### src/rtl/rss_pkg.sv
// Package with the shared constants, payload types and memory port type of the sorted set.
`timescale 1ns / 1ps

package rss_pkg;

  localparam int CAPACITY   = 1024;
  localparam int VALUE_BITS = 17;
  localparam int ADDR_BITS  = $clog2(CAPACITY);
  localparam int COUNT_BITS = $clog2(CAPACITY + 1);
  localparam int POS_BITS   = 10;
  localparam int RANK_BITS  = 10;
  localparam int STAT_BITS  = 2;

  localparam logic CMD_INSERT = 1'b0;
  localparam logic CMD_DELETE = 1'b1;

  localparam logic [STAT_BITS-1:0] STATUS_OK   = 2'd0;
  localparam logic [STAT_BITS-1:0] STATUS_FULL = 2'd1;
  localparam logic [STAT_BITS-1:0] STATUS_DUP  = 2'd2;

  typedef struct packed {
    logic                  command;
    logic [VALUE_BITS-1:0] value;
    logic [POS_BITS-1:0]   position;
  } item_t;

  typedef struct packed {
    logic [RANK_BITS-1:0] rank;
    logic [STAT_BITS-1:0] status;
  } result_t;

  typedef struct packed {
    logic                  we;
    logic [ADDR_BITS-1:0]  waddr;
    logic [VALUE_BITS-1:0] wdata;
    logic                  re;
    logic [ADDR_BITS-1:0]  raddr;
  } mem_req_t;

endpackage

### src/rtl/rss_ctrl.sv
// Sequencer of the sorted set: binary search, duplicate check and shift passes over the store.
`timescale 1ns / 1ps

module rss_ctrl (
  input  logic                           clk_i,
  input  logic                           rst_ni,
  input  logic                           start,
  output logic                           busy,
  input  rss_pkg::item_t                 item_i,
  output logic                           result_valid_o,
  output rss_pkg::result_t               result_o,
  output rss_pkg::mem_req_t              mem_req_o,
  input  logic [rss_pkg::VALUE_BITS-1:0] mem_rdata_i
);

  typedef enum logic [3:0] {
    ST_IDLE,
    ST_SEARCH,
    ST_COMPARE,
    ST_DUP,
    ST_SHIFT_RD,
    ST_SHIFT_WR,
    ST_DEL_RD,
    ST_DEL_WR
  } state_e;

  localparam int CB = rss_pkg::COUNT_BITS;
  localparam int AB = rss_pkg::ADDR_BITS;

  state_e                         state_q;
  logic [CB-1:0]                  count_q;
  logic [CB-1:0]                  lo_q;
  logic [CB-1:0]                  hi_q;
  logic [CB-1:0]                  mid_q;
  logic [CB-1:0]                  idx_q;
  logic [rss_pkg::VALUE_BITS-1:0] value_q;
  logic                           result_valid_q;
  rss_pkg::result_t               result_q;

  logic [CB:0]   mid_sum;
  logic [CB-1:0] mid_d;
  logic [CB-1:0] idx_dec;
  logic [CB-1:0] idx_inc;
  logic          accept;

  assign accept  = start && (state_q == ST_IDLE);
  assign mid_sum = {1'b0, lo_q} + {1'b0, hi_q};
  assign mid_d   = mid_sum[CB:1];
  assign idx_dec = idx_q - CB'(1);
  assign idx_inc = idx_q + CB'(1);

  always_comb begin
    mem_req_o = '0;
    unique case (state_q)
      ST_SEARCH: begin
        if (lo_q < hi_q) begin
          mem_req_o.re    = 1'b1;
          mem_req_o.raddr = mid_d[AB-1:0];
        end else begin
          mem_req_o.re    = 1'b1;
          mem_req_o.raddr = lo_q[AB-1:0];
        end
      end
      ST_SHIFT_RD: begin
        if (idx_q > lo_q) begin
          mem_req_o.re    = 1'b1;
          mem_req_o.raddr = idx_dec[AB-1:0];
        end else begin
          mem_req_o.we    = 1'b1;
          mem_req_o.waddr = lo_q[AB-1:0];
          mem_req_o.wdata = value_q;
        end
      end
      ST_SHIFT_WR, ST_DEL_WR: begin
        mem_req_o.we    = 1'b1;
        mem_req_o.waddr = idx_q[AB-1:0];
        mem_req_o.wdata = mem_rdata_i;
      end
      ST_DEL_RD: begin
        mem_req_o.re    = 1'b1;
        mem_req_o.raddr = idx_inc[AB-1:0];
      end
      default: begin
        mem_req_o = '0;
      end
    endcase
  end

  always_ff @(posedge clk_i or negedge rst_ni) begin
    if (!rst_ni) begin
      state_q        <= ST_IDLE;
      count_q        <= '0;
      result_valid_q <= 1'b0;
      lo_q           <= '0;
      hi_q           <= '0;
      mid_q          <= '0;
      idx_q          <= '0;
      value_q        <= '0;
      result_q       <= '0;
    end else begin
      result_valid_q <= 1'b0;
      unique case (state_q)
        ST_IDLE: begin
          if (accept) begin
            value_q <= item_i.value;
            lo_q    <= '0;
            hi_q    <= count_q;
            if (item_i.command == rss_pkg::CMD_INSERT) begin
              state_q <= ST_SEARCH;
            end else if (CB'(item_i.position) < count_q) begin
              idx_q   <= CB'(item_i.position);
              state_q <= ST_DEL_RD;
            end
          end
        end
        ST_SEARCH: begin
          if (lo_q < hi_q) begin
            mid_q   <= mid_d;
            state_q <= ST_COMPARE;
          end else if (count_q >= CB'(rss_pkg::CAPACITY)) begin
            result_q.rank   <= lo_q[rss_pkg::RANK_BITS-1:0];
            result_q.status <= rss_pkg::STATUS_FULL;
            result_valid_q  <= 1'b1;
            state_q         <= ST_IDLE;
          end else if (lo_q < count_q) begin
            state_q <= ST_DUP;
          end else begin
            idx_q   <= count_q;
            state_q <= ST_SHIFT_RD;
          end
        end
        ST_COMPARE: begin
          if (mem_rdata_i > value_q) begin
            lo_q <= mid_q + CB'(1);
          end else begin
            hi_q <= mid_q;
          end
          state_q <= ST_SEARCH;
        end
        ST_DUP: begin
          if (mem_rdata_i == value_q) begin
            result_q.rank   <= lo_q[rss_pkg::RANK_BITS-1:0];
            result_q.status <= rss_pkg::STATUS_DUP;
            result_valid_q  <= 1'b1;
            state_q         <= ST_IDLE;
          end else begin
            idx_q   <= count_q;
            state_q <= ST_SHIFT_RD;
          end
        end
        ST_SHIFT_RD: begin
          if (idx_q > lo_q) begin
            state_q <= ST_SHIFT_WR;
          end else begin
            count_q         <= count_q + CB'(1);
            result_q.rank   <= lo_q[rss_pkg::RANK_BITS-1:0];
            result_q.status <= rss_pkg::STATUS_OK;
            result_valid_q  <= 1'b1;
            state_q         <= ST_IDLE;
          end
        end
        ST_SHIFT_WR: begin
          idx_q   <= idx_dec;
          state_q <= ST_SHIFT_RD;
        end
        ST_DEL_RD: begin
          if (idx_inc < count_q) begin
            state_q <= ST_DEL_WR;
          end else begin
            count_q <= count_q - CB'(1);
            state_q <= ST_IDLE;
          end
        end
        ST_DEL_WR: begin
          idx_q   <= idx_inc;
          state_q <= ST_DEL_RD;
        end
        default: begin
          state_q <= ST_IDLE;
        end
      endcase
    end
  end

  assign busy           = (state_q != ST_IDLE);
  assign result_valid_o = result_valid_q;
  assign result_o       = result_q;

endmodule

### config.mk
export PLATFORM = sky130hd
export DESIGN_NAME = rss_ctrl
export DESIGN_NICKNAME = d
export VERILOG_FILES = /design/src/rtl/rss_pkg.sv /design/src/rtl/rss_ctrl.sv
export SDC_FILE = /design/constraint.sdc
export NUM_CORES = 1
export LEC_CHECK = 0
export BUFFER_PORTS_ARGS = -buffer_cell sky130_fd_sc_hd__buf_4
export CORE_ASPECT_RATIO = 1.4
export CORE_UTILIZATION = 59
export DETAILED_ROUTE_END_ITERATION = 10
export PLACE_DENSITY = 0.84
export SETUP_SLACK_MARGIN = 0.15
export SYNTH_ARGS = -nofsm -noshare
export SYNTH_HDL_FRONTEND = slang
export SYNTH_SLANG_ARGS = --single-unit
### constraint.sdc
create_clock -name clk_i -period 4.25 [get_ports clk_i]
set_input_delay 0 -clock clk_i [delete_from_list [all_inputs] [get_ports clk_i]]
set_output_delay 0 -clock clk_i [all_outputs]
set_load 0.005 [all_outputs]
### Word level (Yosys, flattened, before mapping)

Cells that the tools add are included.

| storage, ports and cells | value |
|---|---|
| bits in writable memories | 0 |
| bits in registers | 89 |
| input port bits | 48 |
| memories | 0 |
| bits in latches | 0 |
| word-level logic and storage cells | 103 |
| output and inout bits | 53 |
| bits in read-only memories | 0 |

| cells by class | value |
|---|---|
| equality and inequality tests | 22 |
| bitwise operators | 0 |
| $lt $le $gt $ge | 7 |
| add/sub/neg operators | 6 |
| shift-type cells | 0 |
| divide/modulo/power cells | 0 |
| multipliers | 0 |
| mux-type cells | 42 |
| reduce and logical (&&, ||, !) cells | 16 |

Operators with widths:

| operator | number |
|---|---|
| 2-to-1 mux 11 bit | 14 |
| case mux 11 bit (2 select lines) | 3 |
| case mux 28 bit (2 select lines) | 1 |
| case mux 11 bit (5 select lines) | 1 |
| 2-to-1 mux 12 bit | 4 |
| case mux 12 bit (3 select lines) | 1 |
| adder 11 x 1 -> 11 bit, second input constant | 3 |
| less-than comparator 11 bit | 3 |
| case mux 11 bit (3 select lines) | 1 |
| case mux 4 bit (8 select lines) | 1 |
| 2-to-1 mux 28 bit | 1 |
| != test 2 bit, second input constant | 12 |
| subtractor 11 x 1 -> 11 bit, second input constant | 2 |
| 2-to-1 mux 3 bit | 6 |
| equality test 17 bit | 1 |
| > comparator 17 bit | 1 |
| equality test 4 x 3 -> 1 bit, second input constant | 4 |
| adder 11 x 11 -> 12 bit | 1 |
| 2-to-1 mux 4 bit | 3 |
| >= comparator 11 bit, second input constant | 1 |
| > comparator 11 bit | 1 |
| less-than comparator 10 x 11 -> 1 bit | 1 |
| 2-to-1 mux 10 bit | 1 |
| AND reduction 3 bit | 3 |
| other kinds (16) | 23 |

### Logic depth before layout (Yosys ltp)

| depth | value |
|---|---|
| word-level depth | 5 |
| depth in mapped cells | 14 |
| mapped depth without buffers | 12 |

### Worst setup path after synthesis

Ideal clock, no wire load.

| path | value |
|---|---|
| path type | reg2reg |
| start point | register state_q[1] |
| end point | register count_q[9] |
| period minus slack after synthesis | 3268 ps |
| buffers on the path | 4 |
| stages on the path, launching flop included | 14 |
| required time | 4116 ps |
| library setup time | 134 ps |
| setup slack | 982 ps |
| arrival time | 3134 ps |
| cell sequence | dfrtp_1 > clkbuf_1 > clkbuf_1 > nand2_1 > clkbuf_1 > inv_1 > clkbuf_1 > ha_1 > a21o_1 > a21oi_1 > o21ai_0 > o41ai_1 > o32a_1 > a21oi_1 |

| between the ends | value |
|---|---|
| longest elaborated chain between the ends | 3 |
| elaborated cells between the ends (all ways) | 7 |
| classes of those cells | 4 x eq/ne; 1 x mux; 2 x reduce/logical |

RTL lines:

| item | line | text |
|---|---|---|
| from (decl) | rss_ctrl.sv:30 | `state_e state_q;` |
| from (signal assigned) | rss_ctrl.sv:91 | `state_q <= ST_IDLE;` |
| from (signal assigned) | rss_ctrl.sv:109 | `state_q <= ST_SEARCH;` |
| from (signal assigned) | rss_ctrl.sv:112 | `state_q <= ST_DEL_RD;` |
| equality test 4 x 3 -> 1 bit | rss_ctrl.sv:102 | `unique case (state_q)` |
| != test 2 bit (no line) or nonzero test 2 bit (tied branches) | n/a |  |
| AND reduction 3 bit (no line) | n/a |  |
| to (signal assigned) | rss_ctrl.sv:155 | `count_q <= count_q + CB'(1);` |
| to (signal assigned) | rss_ctrl.sv:170 | `count_q <= count_q - CB'(1);` |
| to (decl) | rss_ctrl.sv:31 | `logic [CB-1:0] count_q;` |

Several ways; a longest one is shown, not always the timed one.
A chain may end at the register's enable or synchronous reset.

### Final worst setup path

| path | value |
|---|---|
| start point | register lo_q[2] |
| end point | register result_q (netlist bit result_o[2]) |

| between the ends | value |
|---|---|
| longest elaborated chain between the ends | 3 |
| elaborated cells between the ends (all ways) | 5 |
| classes of those cells | 2 x order compare; 2 x eq/ne; 1 x reduce/logical |

RTL lines:

| item | line | text |
|---|---|---|
| from (decl) | rss_ctrl.sv:32 | `logic [CB-1:0] lo_q;` |
| from (signal assigned) | rss_ctrl.sv:134 | `lo_q <= mid_q + CB'(1);` |
| > comparator 11 bit or less-than comparator 11 bit (tied branches) | rss_ctrl.sv:152, rss_ctrl.sv:117 |  |
| != test 2 bit (no line) | n/a |  |
| AND reduction 5 bit (no line) * | n/a |  |
| to (decl) | rss_ctrl.sv:38 | `rss_pkg::result_t result_q;` |

Mark *: on every way between the ends. The rest lies on a longest branch, timed or not.

==> impl_metrics.tcl <==
set metrics [dict create \
    skew_ns 0.00708 \
    dr.pass1.iters 7 \
    synth_top_family_by_area "compound AO/OA/AOI/OAI gates" \
    fin_nets 1083 \
    place_ws_ns 0.873 \
    slew_headroom_pct 36.2 \
    routed_wl_um 20500 \
    globalRouteOverflowTotal 0 \
    pwr-share-comb_pct 62.7 \
    synth_xor_xnor_area_share_pct 5.52 \
    cts.sinks 88 \
    reg2reg_from "lo_q[2]" \
    synth-compound-area-share_pct 19.6 \
    seq_area_frac_synth_pct 29.6 \
    leakage_uw 0.00415 \
    placed_cell_area_um2 8260 \
    min_period_ns 3.46 \
    pwr-share-seq_pct 24.4 \
    cap_violations 0 \
    die_area_um2 13100 \
    area_delta_synth_final_pct 17.7 \
    core_area_um2 12300 \
    min_period_over_period_pct 81.3 \
    synthAdderAreaFrac_pct 15.5 \
    crit_path_max_fanout 17 \
    initial_core_util_pct 60.5 \
    final_max_slew_viol_count 0 \
    tightest_slew_ns 0.954 \
    drt-initial-drc-count 481 \
    cts_tree "built" \
    fmax_mhz 289 \
    total_power_uw 6670 \
    synth.distinct_cells 66 \
    ioPinCount 101 \
    netlist_instances 849 \
    grt_pass1_vias 6660 \
    finalInstanceArea_um2 8770 \
    postSynthNetCount 988 \
    final_common_cell "buf_4" \
    synth-simple-area-share_pct 14.8 \
    drive_gt1_share_pct 17.4 \
    yosys-mux-area-fraction_pct 8.87 \
    ir_worst_vdd_v 0.000409 \
    worstPathArrival_ns 3.68 \
    seq_area_um2 2200 \
    cpLargestDelayFamily "compound AO/OA/AOI/OAI gates" \
    drc 0 \
    vias 6753 \
    cts_setup_buffers 0 \
    vias_per_cell 6.14 \
    place_hpwl_um 15200 \
    async_flop_share_pct 100 \
    pwr-share-clk_pct 12.9 \
    n_antenna_cell 0 \
    cpPeakStageDelay_ns 0.83 \
    crit_chain "ha_1, a21oi_1, o21ai_1, a221o_1, or2_1, nor2b_4, a211oi_4, mux2_2" \
    status "finished, final reports clean" \
    clockRootBuffer "clkbuf_16" \
    worstPathRequired_ns 4.48 \
    cpMaxStageDelayCell "a211oi_4" \
    fillers 869 \
    placement.io_buffers 100 \
    gp_congestion 0.963 \
    ctsResizeCount 0 \
    syn_area_um2 7450 \
    finalSetupViolations 0 \
    fp-row-count 48 \
    internal_power_uw 3560 \
    ys_warn_count 0 \
    wire_per_inst_um 18.7 \
    powerDensity_nw_per_um2 761 \
    cts-hold-fix-buffers 20 \
    die_w_um 97.0 \
    endpoint_kind "flop" \
    ant_nets 0 \
    multiInputGateArea_um2 4790 \
    grt_usage_pct 31.9 \
    synth-edff-count 0 \
    rsz0062_at_grt "no" \
    hold_class "in -> reg" \
    cts_inserted_buffers 9 \
    ys_ff_latch 88 \
    crit_start "lo_q[2]" \
    worstSkewPairLatency_ns 0.34 \
    cts_buffer_depth 2 \
    p_sw_uw 3110 \
    synth.avg_cell_area_um2 8.78 \
    synth-main-ff-cell "dfrtp_1" \
    hp-start "item_i[7]" \
    p_sw_share_pct 46.7 \
    crit_buf_inv 0 \
    path_clk_slew_ns 0.06 \
    fin_tns_setup_ns 0 \
    hold_viol 0 \
    grt_start_max_net_pins 54 \
    antenna_found_initial 0 \
    critPathLaunchType "flop" \
    final_cell_mix "112 x buf_4, 89 x ha_1, 88 x dfrtp_1" \
    layout_setup_ws_ns 0.795 \
    die_h_um 135 \
    ctsHtreeMaxLevel 3 \
    grt_pass1_wl_um 33200 \
    path_class "reg -> reg" \
]
worst paths after layout:
kind / to / slack [ns] / cells past startpoint
max in group asynchronous: value_q[15] / 3.03 / 3
max: result_o[2] / 0.79 / 8
min in group asynchronous: mid_q[0] / 0.15 / 2
max reg2reg: result_o[2] / 0.79 / 8
min reg2reg: result_o[1] / 0.49 / 1
min: idx_q[7] / 0.04 / 4
area by class of cell:
type | instances | area share, %
Multi-Input combinational cell | 650 | 54.6
Clock buffer | 13 | 2.85
Tap cell | 150 | 2.14
Sequential cell | 88 | 25.1
Inverter | 63 | 2.70
Clock inverter | 3 | 0.742
Timing Repair Buffer | 132 | 11.9
through the flow:
| stage | hold WS [ns] | util, % | cells |
|---|---|---|---|
| floorplan | -0.296 | - | 849 |
| global placement | -0.0142 | 67.1 | 1063 |
| detailed placement | -0.00212 | 67.1 | 1063 |
| CTS | 0.0255 | 71.3 | 1099 |
| global route | 0.0655 | 71.3 | 1099 |
| finish | 0.0415 | 71.3 | 1099 |
power by group through the flow:
stage               registers (uW)  clock network [uW]  logic [uW]
detailed placement            1620                   0        4060
finish                        1630                 863        4180
CTS                           1610                 869        4120
global route                  1670                 910        4610
global placement              1600                   0        3980
floorplan                     1410                   0        3040
tightest hold or removal path: stages:
cell and delay [ns]:
buf_4 0.09, nor2_1 0.04, nor2_1 0.08, mux2_2 0.14
flip-flops by register name, summed over array words and instances (netlist names):
name,flops
value_q,17
result_o,12
count_q,11
hi_q,11
idx_q,11
lo_q,11
mid_q,11
state_q,3
result_valid_o,1
synth_stat cells (3+ instances only):
cell type	n	area share, %
a2111oi_0	3	0.35
a211oi_1	4	0.40
a21o_1	13	1.3
a21oi_1	51	3.4
a221oi_1	8	0.94
a22o_1	26	3.1
a31oi_1	6	0.50
and2_1	5	0.42
and3_1	5	0.42
and4_1	3	0.35
buf_2	8	0.54
buf_6	3	0.45
clkbuf_1	34	1.7
dfrtp_1	88	30
ha_1	89	15
inv_1	63	3.2
mux2_2	20	3.0
mux2_4	7	1.4
mux2i_1	33	4.4
nand2_1	80	4.0
nand2b_1	6	0.50
nand3_1	18	1.2
nand3b_1	3	0.30
nand4_1	14	1.2
nor2_1	64	3.2
nor2b_1	8	0.67
nor3_1	8	0.54
nor3b_1	3	0.30
o211ai_1	5	0.50
o21a_1	5	0.50
o21ai_0	60	4.0
o21bai_1	3	0.30
o221a_2	3	0.45
o221ai_1	3	0.35
o22ai_1	6	0.50
o31ai_1	4	0.40
or4_1	3	0.30
xnor2_1	30	3.5
xor2_1	17	2.0
layer usage:
layer / GRT usage (%) / vias up / share of wire [%]
li1: - / 3224 / -
met3: 4.50 / 73 / 5.2
met2: 54.5 / 249 / 49
met5: 0 / - / 0
met4: 15.5 / 0 / 4.8
met1: 39.6 / 3207 / 41
logic make-up (layout without fill, tap and decap cells):
kind of cell               Yosys count  after routing
adders and majority gates           91             91
xor gates and xnor gates            47             47
muxes                               60             60
AOI/OAI and AO/OA                  221            221
DFF                                 88             88
and+or+nand+nor                    231            231
buffers and inverters              111            211
Note: power is estimated with default switching activity, not from simulation.
